## config.mk

```make
export PLATFORM = sky130hd
export DESIGN_NAME = fat_chain_block_allocator
export DESIGN_NICKNAME = d
export VERILOG_FILES = /design/src/hw/rtl/fcba_pkg.sv /design/src/hw/rtl/fcba_dir.sv /design/src/hw/rtl/fcba_fat_ram.sv /design/src/hw/rtl/fcba_walk.sv /design/src/hw/rtl/fat_chain_block_allocator.sv
export VERILOG_INCLUDE_DIRS = /design/src /design/src/hw/rtl
export SDC_FILE = /design/constraint.sdc
export NUM_CORES = 2
export LEC_CHECK = 0
export BUFFER_PORTS_ARGS = -buffer_cell sky130_fd_sc_hd__buf_2
export CAP_MARGIN = 0
export CORE_MARGIN = 3
export CORE_UTILIZATION = 50
export CTS_CLUSTER_DIAMETER = 150
export DETAILED_ROUTE_END_ITERATION = 10
export PLACE_DENSITY_LB_ADDON = 0.1
export SYNTH_ARGS = -nofsm -noshare
export SYNTH_HDL_FRONTEND = slang
export SYNTH_SLANG_ARGS = --single-unit
```

## constraint.sdc

```tcl
create_clock -name clk_i -period 24 [get_ports clk_i]
set_input_delay 6 -clock clk_i [delete_from_list [all_inputs] [get_ports clk_i]]
set_output_delay 6 -clock clk_i [all_outputs]
set_load 0.02 [all_outputs]
```

## src/hw/rtl/fat_chain_block_allocator_macros.svh

```systemverilog
// Assertion macros shared by the allocator RTL.
`ifndef FAT_CHAIN_BLOCK_ALLOCATOR_MACROS_SVH
`define FAT_CHAIN_BLOCK_ALLOCATOR_MACROS_SVH
`ifndef SYNTH
// Condition must hold at every clock edge out of reset.
`define FCBA_ASSERT_ALWAYS(lbl, clk, rst_n, cond) \
  lbl: assert property (@(posedge clk) disable iff (!rst_n) (cond)) \
    else $error("allocator invariant violated");
// Antecedent implies consequent in the same cycle.
`define FCBA_ASSERT_IMPL(lbl, clk, rst_n, ante, cons) \
  lbl: assert property (@(posedge clk) disable iff (!rst_n) (ante) |-> (cons)) \
    else $error("allocator implication violated");
// Antecedent implies consequent in the next cycle.
`define FCBA_ASSERT_NEXT(lbl, clk, rst_n, ante, cons) \
  lbl: assert property (@(posedge clk) disable iff (!rst_n) (ante) |=> (cons)) \
    else $error("allocator sequence violated");
`else
`define FCBA_ASSERT_ALWAYS(lbl, clk, rst_n, cond)
`define FCBA_ASSERT_IMPL(lbl, clk, rst_n, ante, cons)
`define FCBA_ASSERT_NEXT(lbl, clk, rst_n, ante, cons)
`endif
`endif

```

## src/hw/rtl/fcba_pkg.sv

```systemverilog
// Types, codes and defaults shared by the allocator modules.
package fcba_pkg;

  localparam int unsigned NUM_BLOCKS_DEF   = 256;
  localparam int unsigned ROOT_ENTRIES_DEF = 16;
  localparam int unsigned TABLE_BLOCKS_DEF = 4;

  localparam int unsigned NAME_W = 48;
  localparam int unsigned BLKN_W = 8;
  localparam int unsigned OP_W   = 3;
  localparam int unsigned STAT_W = 3;

  localparam logic [NAME_W-1:0] EMPTY_NAME = 48'h585858585858;

  typedef enum logic [OP_W-1:0] {
    OP_CREATE = 3'd0,
    OP_REMOVE = 3'd1,
    OP_APPEND = 3'd2,
    OP_DELETE = 3'd3,
    OP_NEXT   = 3'd4,
    OP_CHECK  = 3'd5
  } op_e;

  typedef enum logic [STAT_W-1:0] {
    ST_OK       = 3'd0,
    ST_EXISTS   = 3'd1,
    ST_NOFILE   = 3'd2,
    ST_FULL     = 3'd3,
    ST_NOTIN    = 3'd4,
    ST_NOTEMPTY = 3'd5
  } status_e;

  typedef struct packed {
    logic [OP_W-1:0]   opcode;
    logic [NAME_W-1:0] name_key;
    logic [BLKN_W-1:0] block_number;
  } req_t;

  typedef struct packed {
    logic [STAT_W-1:0] status;
    logic [BLKN_W-1:0] result_block;
  } rsp_t;

  // Directory port controls.
  typedef struct packed {
    logic rd;
    logic wr_name;
    logic wr_first;
    logic set_occ;
    logic clr_occ;
  } dir_ctl_t;

endpackage

```

## src/hw/rtl/fcba_dir.sv

```systemverilog
// Root directory: slot names, first-block numbers and occupied bits.
module fcba_dir #(
  parameter int unsigned ROOT_ENTRIES = fcba_pkg::ROOT_ENTRIES_DEF,
  parameter int unsigned CW           = 9,
  localparam int unsigned SW          = (ROOT_ENTRIES > 1) ? $clog2(ROOT_ENTRIES) : 1
) (
  input  logic                          clk_i,
  input  logic                          rst_ni,
  input  fcba_pkg::dir_ctl_t            ctl_i,
  input  logic [SW-1:0]                 raddr_i,
  input  logic [SW-1:0]                 waddr_i,
  input  logic [fcba_pkg::NAME_W-1:0]   wname_i,
  input  logic [CW-1:0]                 wfirst_i,
  output logic [fcba_pkg::NAME_W-1:0]   name_o,
  output logic [CW-1:0]                 first_o,
  output logic [ROOT_ENTRIES-1:0]       occ_o
);

  logic [fcba_pkg::NAME_W-1:0] name_mem [ROOT_ENTRIES];
  logic [CW-1:0]               first_mem [ROOT_ENTRIES];
  logic [ROOT_ENTRIES-1:0]     occ_q;
  logic [fcba_pkg::NAME_W-1:0] name_q;
  logic [CW-1:0]               first_q;

  // An unoccupied slot keeps whatever name it last held; its stored name is never looked at.
  always_ff @(posedge clk_i or negedge rst_ni) begin
    if (!rst_ni) begin
      occ_q <= '0;
    end else if (ctl_i.set_occ) begin
      occ_q[waddr_i] <= 1'b1;
    end else if (ctl_i.clr_occ) begin
      occ_q[waddr_i] <= 1'b0;
    end
  end

  always_ff @(posedge clk_i) begin
    if (ctl_i.wr_name) begin
      name_mem[waddr_i] <= wname_i;
    end
    if (ctl_i.rd) begin
      name_q <= name_mem[raddr_i];
    end
  end

  always_ff @(posedge clk_i) begin
    if (ctl_i.wr_first) begin
      first_mem[waddr_i] <= wfirst_i;
    end
    if (ctl_i.rd) begin
      first_q <= first_mem[raddr_i];
    end
  end

  assign name_o  = name_q;
  assign first_o = first_q;
  assign occ_o   = occ_q;

endmodule

```

## src/hw/rtl/fcba_fat_ram.sv

```systemverilog
// Chain table memory: one write port, one registered read port.
module fcba_fat_ram #(
  parameter int unsigned NUM_BLOCKS = fcba_pkg::NUM_BLOCKS_DEF,
  parameter int unsigned BW         = 8,
  parameter int unsigned CW         = 9
) (
  input  logic          clk_i,
  input  logic          re_i,
  input  logic [BW-1:0] raddr_i,
  input  logic          we_i,
  input  logic [BW-1:0] waddr_i,
  input  logic [CW-1:0] wdata_i,
  output logic [CW-1:0] rdata_o
);

  logic [CW-1:0] mem [NUM_BLOCKS];
  logic [CW-1:0] rdata_q;

  always_ff @(posedge clk_i) begin
    if (we_i) begin
      mem[waddr_i] <= wdata_i;
    end
    if (re_i) begin
      rdata_q <= mem[raddr_i];
    end
  end

  assign rdata_o = rdata_q;

endmodule

```

## src/hw/rtl/fcba_walk.sv

```systemverilog
// Chain walk unit: step bound counter, block-range check and target compare.
module fcba_walk #(
  parameter int unsigned NUM_BLOCKS = fcba_pkg::NUM_BLOCKS_DEF,
  parameter int unsigned CW         = 9
) (
  input  logic                        clk_i,
  input  logic                        rst_ni,
  input  logic                        clr_i,
  input  logic                        adv_i,
  input  logic [CW-1:0]               cur_i,
  input  logic [fcba_pkg::BLKN_W-1:0] target_i,
  output logic                        ok_o,
  output logic                        hit_o
);

  localparam int unsigned STW = $clog2(NUM_BLOCKS + 1);

  logic [STW-1:0] steps_q;

  always_ff @(posedge clk_i or negedge rst_ni) begin
    if (!rst_ni) begin
      steps_q <= '0;
    end else if (clr_i) begin
      steps_q <= '0;
    end else if (adv_i) begin
      steps_q <= steps_q + STW'(1);
    end
  end

  // Keep walking while under the step bound and on a real block.
  assign ok_o  = (steps_q < STW'(NUM_BLOCKS)) && (cur_i != '0) && (cur_i < CW'(NUM_BLOCKS));
  assign hit_o = (32'(cur_i) == 32'(target_i));

endmodule

```

## src/hw/rtl/fat_chain_block_allocator.sv

```systemverilog
// Top level: FAT block allocator sequencer with directory and chain table.
//
// Commands enter on start when busy is low, one at a time; each returns exactly
// one result on rsp_o, marked by a one-cycle done_o pulse that cannot be held
// off. After reset the block stays busy while it writes the initial free chain
// into the chain table. A command with an unknown opcode, or with the
// empty-marker name and any opcode but append, answers without a scan; append
// first reads the free-list head, so a full table or the marker name answers
// straight after that read. Otherwise the directory is scanned one slot a
// cycle through its registered read port, ending early on a match. Delete,
// next and check then walk the chain one block a cycle through the chain
// table read port, bounded by the step counter at NUM_BLOCKS blocks; delete
// then unlinks the block and returns it to the free-list head. Append adds a
// free-head read, a walk to the tail and up to three table writes.
`include "fat_chain_block_allocator_macros.svh"

module fat_chain_block_allocator #(
  parameter int unsigned NUM_BLOCKS   = fcba_pkg::NUM_BLOCKS_DEF,
  parameter int unsigned ROOT_ENTRIES = fcba_pkg::ROOT_ENTRIES_DEF,
  parameter int unsigned TABLE_BLOCKS = fcba_pkg::TABLE_BLOCKS_DEF
) (
  input  logic           clk_i,
  input  logic           rst_ni,
  input  logic           start,
  input  fcba_pkg::req_t req_i,
  output logic           busy,
  output logic           done_o,
  output fcba_pkg::rsp_t rsp_o
);

  localparam int unsigned BW  = $clog2(NUM_BLOCKS);
  localparam int unsigned CW  = BW + 1;
  localparam int unsigned SW  = (ROOT_ENTRIES > 1) ? $clog2(ROOT_ENTRIES) : 1;
  localparam int unsigned SCW = $clog2(ROOT_ENTRIES + 1);

  typedef enum logic [3:0] {
    S_INIT,
    S_IDLE,
    S_APP_CHK,
    S_SCAN,
    S_APP_NXT,
    S_TAIL,
    S_APP_W0,
    S_APP_W1,
    S_FIND,
    S_NXT_R,
    S_DEL_R,
    S_DEL_H,
    S_DEL_T
  } state_e;

  function automatic logic is_blk(input logic [CW-1:0] v);
    return (v != '0) && (v < CW'(NUM_BLOCKS));
  endfunction

  // Initial chain table contents: free list through the data blocks.
  function automatic logic [CW-1:0] init_val(input logic [BW-1:0] b);
    int unsigned fd;
    int unsigned bi;
    logic [CW-1:0] v;
    fd = 2 + TABLE_BLOCKS;
    bi = 32'(b);
    if (bi == 0) begin
      v = (fd < NUM_BLOCKS) ? CW'(fd) : '0;
    end else if (bi < fd) begin
      v = CW'(2 * NUM_BLOCKS - 1);
    end else begin
      v = (bi + 1 < NUM_BLOCKS) ? CW'(bi + 1) : '0;
    end
    return v;
  endfunction

  state_e                        state_q, state_d;
  logic [fcba_pkg::OP_W-1:0]     op_q, op_d;
  logic [fcba_pkg::NAME_W-1:0]   key_q, key_d;
  logic [fcba_pkg::BLKN_W-1:0]   bn_q, bn_d;
  logic [BW-1:0]                 alloc_q, alloc_d;
  logic [CW-1:0]                 nfree_q, nfree_d;
  logic [SW-1:0]                 slot_q, slot_d;
  logic [CW-1:0]                 first_q, first_d;
  logic [CW-1:0]                 b_q, b_d;
  logic [BW-1:0]                 prev_q, prev_d;
  logic                          use_rd_q, use_rd_d;
  logic [SCW-1:0]                sc_addr_q, sc_addr_d;
  logic                          cmp_vld_q, cmp_vld_d;
  logic [SW-1:0]                 cmp_idx_q, cmp_idx_d;
  logic                          free_found_q, free_found_d;
  logic [SW-1:0]                 free_idx_q, free_idx_d;
  logic [BW-1:0]                 init_q, init_d;
  logic                          done_q, done_d;
  fcba_pkg::rsp_t                rsp_q, rsp_d;

  logic                          fat_re, fat_we;
  logic [BW-1:0]                 fat_raddr, fat_waddr;
  logic [CW-1:0]                 fat_wdata, fat_rdata;

  fcba_pkg::dir_ctl_t            dir_ctl;
  logic [SW-1:0]                 dir_raddr, dir_waddr;
  logic [CW-1:0]                 dir_wfirst;
  logic [fcba_pkg::NAME_W-1:0]   dir_name;
  logic [CW-1:0]                 dir_first;
  logic [ROOT_ENTRIES-1:0]       dir_occ;

  logic                          walk_clr, walk_adv, walk_ok, walk_hit;
  logic [CW-1:0]                 walk_cur;

  fcba_dir #(
    .ROOT_ENTRIES (ROOT_ENTRIES),
    .CW           (CW)
  ) u_dir (
    .clk_i    (clk_i),
    .rst_ni   (rst_ni),
    .ctl_i    (dir_ctl),
    .raddr_i  (dir_raddr),
    .waddr_i  (dir_waddr),
    .wname_i  (key_q),
    .wfirst_i (dir_wfirst),
    .name_o   (dir_name),
    .first_o  (dir_first),
    .occ_o    (dir_occ)
  );

  fcba_fat_ram #(
    .NUM_BLOCKS (NUM_BLOCKS),
    .BW         (BW),
    .CW         (CW)
  ) u_fat (
    .clk_i   (clk_i),
    .re_i    (fat_re),
    .raddr_i (fat_raddr),
    .we_i    (fat_we),
    .waddr_i (fat_waddr),
    .wdata_i (fat_wdata),
    .rdata_o (fat_rdata)
  );

  fcba_walk #(
    .NUM_BLOCKS (NUM_BLOCKS),
    .CW         (CW)
  ) u_walk (
    .clk_i    (clk_i),
    .rst_ni   (rst_ni),
    .clr_i    (walk_clr),
    .adv_i    (walk_adv),
    .cur_i    (walk_cur),
    .target_i (bn_q),
    .ok_o     (walk_ok),
    .hit_o    (walk_hit)
  );

  // The first block of a search comes from the directory; later ones from the table.
  assign walk_cur = (state_q == S_FIND && !use_rd_q) ? b_q : fat_rdata;

  always_comb begin
    state_d      = state_q;
    op_d         = op_q;
    key_d        = key_q;
    bn_d         = bn_q;
    alloc_d      = alloc_q;
    nfree_d      = nfree_q;
    slot_d       = slot_q;
    first_d      = first_q;
    b_d          = b_q;
    prev_d       = prev_q;
    use_rd_d     = use_rd_q;
    sc_addr_d    = sc_addr_q;
    cmp_vld_d    = cmp_vld_q;
    cmp_idx_d    = cmp_idx_q;
    free_found_d = free_found_q;
    free_idx_d   = free_idx_q;
    init_d       = init_q;
    done_d       = 1'b0;
    rsp_d        = rsp_q;
    fat_re       = 1'b0;
    fat_raddr    = '0;
    fat_we       = 1'b0;
    fat_waddr    = '0;
    fat_wdata    = '0;
    dir_ctl      = '0;
    dir_raddr    = '0;
    dir_waddr    = '0;
    dir_wfirst   = '0;
    walk_clr     = 1'b0;
    walk_adv     = 1'b0;

    case (state_q)
      S_INIT: begin
        fat_we    = 1'b1;
        fat_waddr = init_q;
        fat_wdata = init_val(init_q);
        if (init_q == BW'(NUM_BLOCKS - 1)) begin
          state_d = S_IDLE;
        end else begin
          init_d = init_q + BW'(1);
        end
      end

      S_IDLE: begin
        if (start) begin
          op_d         = req_i.opcode;
          key_d        = req_i.name_key;
          bn_d         = req_i.block_number;
          sc_addr_d    = '0;
          cmp_vld_d    = 1'b0;
          free_found_d = 1'b0;
          rsp_d.result_block = '0;
          if (req_i.opcode == fcba_pkg::OP_APPEND) begin
            fat_re    = 1'b1;
            fat_raddr = '0;
            state_d   = S_APP_CHK;
          end else if (!(req_i.opcode inside {[fcba_pkg::OP_CREATE:fcba_pkg::OP_CHECK]})) begin
            done_d       = 1'b1;
            rsp_d.status = fcba_pkg::ST_NOFILE;
          end else if (req_i.name_key == fcba_pkg::EMPTY_NAME) begin
            done_d       = 1'b1;
            rsp_d.status = (req_i.opcode == fcba_pkg::OP_CREATE) ?
                           fcba_pkg::ST_EXISTS : fcba_pkg::ST_NOFILE;
          end else begin
            state_d = S_SCAN;
          end
        end
      end

      S_APP_CHK: begin
        alloc_d = fat_rdata[BW-1:0];
        if (!is_blk(fat_rdata)) begin
          done_d       = 1'b1;
          rsp_d.status = fcba_pkg::ST_FULL;
          state_d      = S_IDLE;
        end else if (key_q == fcba_pkg::EMPTY_NAME) begin
          done_d       = 1'b1;
          rsp_d.status = fcba_pkg::ST_NOFILE;
          state_d      = S_IDLE;
        end else begin
          state_d = S_SCAN;
        end
      end

      S_SCAN: begin
        // Issue one slot read a cycle; compare the slot read the cycle before.
        if (sc_addr_q < SCW'(ROOT_ENTRIES)) begin
          dir_ctl.rd = 1'b1;
          dir_raddr  = sc_addr_q[SW-1:0];
          sc_addr_d  = sc_addr_q + SCW'(1);
          cmp_vld_d  = 1'b1;
          cmp_idx_d  = sc_addr_q[SW-1:0];
        end else begin
          cmp_vld_d = 1'b0;
        end
        if (cmp_vld_q && dir_occ[cmp_idx_q] && dir_name == key_q) begin
          slot_d  = cmp_idx_q;
          first_d = dir_first;
          case (op_q)
            fcba_pkg::OP_CREATE: begin
              done_d       = 1'b1;
              rsp_d.status = fcba_pkg::ST_EXISTS;
              state_d      = S_IDLE;
            end
            fcba_pkg::OP_REMOVE: begin
              done_d  = 1'b1;
              state_d = S_IDLE;
              if (dir_first != '0) begin
                rsp_d.status = fcba_pkg::ST_NOTEMPTY;
              end else begin
                dir_ctl.clr_occ = 1'b1;
                dir_waddr       = cmp_idx_q;
                rsp_d.status    = fcba_pkg::ST_OK;
              end
            end
            fcba_pkg::OP_APPEND: begin
              fat_re    = 1'b1;
              fat_raddr = alloc_q;
              state_d   = S_APP_NXT;
            end
            default: begin
              b_d      = dir_first;
              use_rd_d = 1'b0;
              prev_d   = '0;
              walk_clr = 1'b1;
              state_d  = S_FIND;
            end
          endcase
        end else if (cmp_vld_q) begin
          if (!dir_occ[cmp_idx_q] && !free_found_q) begin
            free_found_d = 1'b1;
            free_idx_d   = cmp_idx_q;
          end
        end else if (sc_addr_q == SCW'(ROOT_ENTRIES)) begin
          done_d  = 1'b1;
          state_d = S_IDLE;
          if (op_q == fcba_pkg::OP_CREATE) begin
            if (free_found_q) begin
              dir_ctl.wr_name  = 1'b1;
              dir_ctl.wr_first = 1'b1;
              dir_ctl.set_occ  = 1'b1;
              dir_waddr        = free_idx_q;
              dir_wfirst       = '0;
              rsp_d.status     = fcba_pkg::ST_OK;
            end else begin
              rsp_d.status = fcba_pkg::ST_FULL;
            end
          end else begin
            rsp_d.status = fcba_pkg::ST_NOFILE;
          end
        end
      end

      S_APP_NXT: begin
        nfree_d = fat_rdata;
        if (is_blk(first_q)) begin
          fat_re    = 1'b1;
          fat_raddr = first_q[BW-1:0];
          b_d       = first_q;
          walk_clr  = 1'b1;
          state_d   = S_TAIL;
        end else begin
          dir_ctl.wr_first = 1'b1;
          dir_waddr        = slot_q;
          dir_wfirst       = CW'(alloc_q);
          state_d          = S_APP_W0;
        end
      end

      S_TAIL: begin
        if (walk_ok) begin
          b_d       = fat_rdata;
          walk_adv  = 1'b1;
          fat_re    = 1'b1;
          fat_raddr = fat_rdata[BW-1:0];
        end else begin
          // Link the new block behind the tail.
          fat_we    = 1'b1;
          fat_waddr = b_q[BW-1:0];
          fat_wdata = CW'(alloc_q);
          state_d   = S_APP_W0;
        end
      end

      S_APP_W0: begin
        fat_we    = 1'b1;
        fat_waddr = '0;
        fat_wdata = is_blk(nfree_q) ? nfree_q : '0;
        state_d   = S_APP_W1;
      end

      S_APP_W1: begin
        fat_we             = 1'b1;
        fat_waddr          = alloc_q;
        fat_wdata          = '0;
        done_d             = 1'b1;
        rsp_d.status       = fcba_pkg::ST_OK;
        rsp_d.result_block = fcba_pkg::BLKN_W'(alloc_q);
        state_d            = S_IDLE;
      end

      S_FIND: begin
        if (!walk_ok) begin
          done_d       = 1'b1;
          rsp_d.status = fcba_pkg::ST_NOTIN;
          state_d      = S_IDLE;
        end else if (walk_hit) begin
          // Fetch the successor of the found block.
          fat_re    = 1'b1;
          fat_raddr = walk_cur[BW-1:0];
          case (op_q)
            fcba_pkg::OP_NEXT:   state_d = S_NXT_R;
            fcba_pkg::OP_DELETE: state_d = S_DEL_R;
            default: begin
              done_d       = 1'b1;
              rsp_d.status = fcba_pkg::ST_OK;
              state_d      = S_IDLE;
            end
          endcase
        end else begin
          prev_d    = walk_cur[BW-1:0];
          use_rd_d  = 1'b1;
          walk_adv  = 1'b1;
          fat_re    = 1'b1;
          fat_raddr = walk_cur[BW-1:0];
        end
      end

      S_NXT_R: begin
        done_d             = 1'b1;
        rsp_d.status       = fcba_pkg::ST_OK;
        rsp_d.result_block = is_blk(fat_rdata) ? fcba_pkg::BLKN_W'(fat_rdata) : '0;
        state_d            = S_IDLE;
      end

      S_DEL_R: begin
        // Unlink: bypass the block in its chain, and fetch the free head.
        if (prev_q == '0) begin
          dir_ctl.wr_first = 1'b1;
          dir_waddr        = slot_q;
          dir_wfirst       = fat_rdata;
        end else begin
          fat_we    = 1'b1;
          fat_waddr = prev_q;
          fat_wdata = fat_rdata;
        end
        fat_re    = 1'b1;
        fat_raddr = '0;
        state_d   = S_DEL_H;
      end

      S_DEL_H: begin
        fat_we    = 1'b1;
        fat_waddr = BW'(bn_q);
        fat_wdata = fat_rdata;
        state_d   = S_DEL_T;
      end

      S_DEL_T: begin
        fat_we       = 1'b1;
        fat_waddr    = '0;
        fat_wdata    = CW'(bn_q);
        done_d       = 1'b1;
        rsp_d.status = fcba_pkg::ST_OK;
        state_d      = S_IDLE;
      end

      default: begin
        state_d = S_IDLE;
      end
    endcase
  end

  always_ff @(posedge clk_i or negedge rst_ni) begin
    if (!rst_ni) begin
      state_q      <= S_INIT;
      init_q       <= '0;
      done_q       <= 1'b0;
      sc_addr_q    <= '0;
      cmp_vld_q    <= 1'b0;
      free_found_q <= 1'b0;
      use_rd_q     <= 1'b0;
    end else begin
      state_q      <= state_d;
      init_q       <= init_d;
      done_q       <= done_d;
      sc_addr_q    <= sc_addr_d;
      cmp_vld_q    <= cmp_vld_d;
      free_found_q <= free_found_d;
      use_rd_q     <= use_rd_d;
    end
  end

  always_ff @(posedge clk_i) begin
    op_q       <= op_d;
    key_q      <= key_d;
    bn_q       <= bn_d;
    alloc_q    <= alloc_d;
    nfree_q    <= nfree_d;
    slot_q     <= slot_d;
    first_q    <= first_d;
    b_q        <= b_d;
    prev_q     <= prev_d;
    cmp_idx_q  <= cmp_idx_d;
    free_idx_q <= free_idx_d;
    rsp_q      <= rsp_d;
  end

  assign busy   = (state_q != S_IDLE);
  assign done_o = done_q;
  assign rsp_o  = rsp_q;

  `FCBA_ASSERT_IMPL(a_done_idle, clk_i, rst_ni, done_o, !busy)
  `FCBA_ASSERT_NEXT(a_accept_progress, clk_i, rst_ni, start && !busy, busy || done_o)
  `FCBA_ASSERT_IMPL(a_err_no_block, clk_i, rst_ni,
                    done_o && rsp_o.status != fcba_pkg::ST_OK, rsp_o.result_block == '0)
  `FCBA_ASSERT_ALWAYS(a_one_port_op, clk_i, rst_ni,
                      !(dir_ctl.set_occ && dir_ctl.clr_occ))

endmodule
```

==> impl_metrics.tcl <==
set metrics [dict create \
    leakage_nw 52.1 \
    drt_iter0_drc 12324 \
    setup-violations-final 0 \
    clock-sinks 3453 \
    cpMaxStageDelayCell "dfrtp_1" \
    finClkSkew_ps 72.3 \
    status "finished with violations" \
    die-area_um2 286000 \
    post_cts_buffers 0 \
    max-slew-margin-rel_pct -0.710 \
    synth-edff-count 3407 \
    synth_top_flop_cell "edfxtp_1" \
    wl_per_cell_um 32.6 \
    critPathTopFamily "flip-flops" \
    core_um2 277000 \
    clk_pin_slew_ps 60 \
    worstHoldPathCells 2 \
    timing.final.ws_setup_ps 15460 \
    reg2reg_slack_ps 15920 \
    switchingPower_mw 3.80 \
    drt_first_pass_iters 8 \
    rr_startpoint "key_q[31]" \
    required_ps 18000 \
    place_area_um2 144000 \
    p_per_area_nw_per_um2 92.5 \
    cts_root_buf "clkbuf_16" \
    hold_slack_ps 514 \
    crit_type "reg -> out" \
    clk_path_buf_depth 4 \
    syn-num-nets 10352 \
    rsz0062_at_grt "false" \
    vias 92140 \
    hold_viol 0 \
    nNetsFinal 10352 \
    drc 0 \
    hold_path_class "reg -> reg" \
    grt_util_all_layers_pct 31.8 \
    antenna_found_initial 23 \
    fin_area_um2 155000 \
    grt-ovfl-total 0 \
    synth_area_um2 140000 \
    rr_worst_depth 16 \
    yosysWarnings 0 \
    tns_ps 0 \
    final_common_cell "edfxtp_1" \
    wl_mm 467 \
    cp-startpoint "state_q[1]" \
    grt_pass1_vias 85849 \
    port_buffers 74 \
    pin_count 75 \
    violations "max-capacitance violations, max-slew violations" \
    crit_fanout 26 \
    ys_types 97 \
    cp_num_buf_inv 1 \
    syn-instance-count 10285 \
    dp_hpwl_mm 274 \
    drv_slew 9 \
    path_cells "nor2_1, nand2_1, buf_2" \
    fin_crit_sh_pct 35.6 \
    die_w_um 535 \
    avgSynthCellArea_um2 13.6 \
    p_clk_share_pct 37.0 \
    p_int_mw 10.6 \
    start_util_pct 50.4 \
    antenna_left 0 \
    placementRows 193 \
    post-place-cells 13630 \
    maxCapViolations 2 \
    area_delta_synth_final_pct 11.0 \
    critPathLaunchType "flip-flop" \
    worst_slew_pin_slew_ps 1510 \
    final_cells 14306 \
    final_cell_mix "edfxtp_1 (3,407), nand2_1 (2,207), nand3_1 (660)" \
    numCtsBuffers 358 \
    grt_max_degree 177 \
    post_drt_via_cell_ratio 6.44 \
    cp-end-kind "primary output" \
    rr_endpoint "u_fat.rdata_o[4]" \
    seq_power_share_pct 51.2 \
    nFillCells 22310 \
    cts_tree "yes" \
    slowest_delay_ps 990 \
    clk_latency_ps 960 \
    grt_pass1_wl_mm 654 \
    switching_share_pct 26.5 \
    peakVddDrop_mv 0.0899 \
    yosysSeqAreaShare_pct 74.0 \
    place_congestion 0.926 \
    cp_data_arrival_time_ps 2540 \
    pwr-share-comb_pct 11.8 \
    async_reset_ff_share_pct 1.33 \
    h-tree-depth 5 \
    ys_ff_latch 3453 \
    die_height_um 535 \
    pre_cts_ws_ps 15140 \
    drive_above_1_share_pct 8.89 \
    period_needed_ps 8540 \
    hold_buffers 0 \
    clock.fmax_mhz 117 \
    post_cts_resized 0 \
]
cell usage after synthesis, types with 10 or more instances:
master	count	share of area, %
edfxtp_1	3407	73
nand2_1	2214	5.9
nand3_1	662	2.4
a21oi_1	534	1.9
nor2_1	415	1.1
mux2i_1	337	2.4
clkbuf_1	299	0.80
buf_2	275	0.98
a31oi_1	240	1.1
and3_1	225	1.0
o22ai_1	143	0.64
a211oi_1	138	0.74
inv_1	130	0.35
nand4_1	103	0.46
o21ai_0	101	0.36
a22oi_1	90	0.48
a311oi_1	76	0.48
buf_4	74	0.40
o211ai_1	74	0.40
a32oi_1	68	0.43
o2111ai_1	65	0.41
nor3_1	59	0.21
dfrtp_1	46	0.82
xor2_1	42	0.26
nor4_1	36	0.16
buf_1	33	0.089
nand2b_1	30	0.13
a22o_1	28	0.18
xnor2_1	28	0.18
a221oi_1	22	0.14
a21o_1	17	0.091
nor2b_1	16	0.072
a2111oi_0	15	0.094
a21boi_0	14	0.075
nor4b_1	13	0.081
buf_6	10	0.081
o31ai_1	10	0.054
or3_1	10	0.045
per-layer routing:
metal	part of all wire [%]	wire [µm]	global-route usage, %	up-vias
met3	9.6	44600	5.60	1072
met1	39	180000	43.3	46750
met4	5.9	27300	16.7	4
met5	0.0051	24	0	-
met2	46	215000	49.4	5474
li1	-	-	-	38840
kinds of logic (layout without fill, tap and decap cells):
group | Yosys count | in the layout | share of synthesized area [%]
other cells | 0 | 29 | 0
buf+inv | 823 | 1110 | 2.71
xor+xnor | 70 | 70 | 0.439
simple gates | 3861 | 3861 | 12.1
flops | 3453 | 3453 | 74.0
mux | 350 | 350 | 2.55
compound gates | 1723 | 1723 | 8.16
fa+ha+maj | 5 | 5 | 0.0447
layout make-up:
cell class	count	area, µm²	share of cell area, %
diodes	29	72.6	0.0467
clock buffers	464	9610	6.19
clock inverters	183	1390	0.895
inverters	131	497	0.320
multi-input cells	6009	33000	21.3
flip-flops and latches	3453	103000	66.7
well taps	3705	4640	2.99
repair buffers	332	2520	1.62
state kept, by name, indices dropped and copies added (netlist names), 9 cells and up, named ones only:
register,flops
u_dir.name_mem,768
key_q,48
u_dir.name_o,48
u_fat.rdata_o,9
b_q,9
rsp_o,11
u_dir.first_o,9
u_dir.first_mem,144
nfree_q,9
first_q,9
u_walk.steps_q,9
u_fat.mem,2304
worst register-to-register path, delay by kind of cell, from the launching register on:
family          cells  cell delay (ps)
xor+xnor            1              300
flops               1              800
simple gates       10             4110
buf+inv             4             2130
compound gates      1              540
metrics by stage:
step           total power, mW  util [%]
2_1_floorplan             8.51         -
5_1_grt                   14.8      55.9
6_report                  14.4      55.9
3_3_place_gp              9.11      52.0
4_1_cts                   14.4      55.9
3_5_place_dp              9.14      52.0
power by group through the flow:
stage	logic, mW	clock network [mW]	registers (mW)
3_3_place_gp	1.64	0	7.47
6_report	1.69	5.32	7.35
3_5_place_dp	1.67	0	7.47
5_1_grt	1.80	5.60	7.36
4_1_cts	1.68	5.36	7.35
2_1_floorplan	1.03	0	7.48
worst max path at each step:
stage	to	slack [ps]	cells past startpoint
CTS	busy	15440	3
global route	busy	15380	3
global placement	rsp_o[10]	15200	7
finish	busy	15460	3
detailed placement	rsp_o[9]	15140	7
floorplan	u_fat.rdata_o[0]	14260	5
No activity file was read; power rests on OpenSTA's default activity.
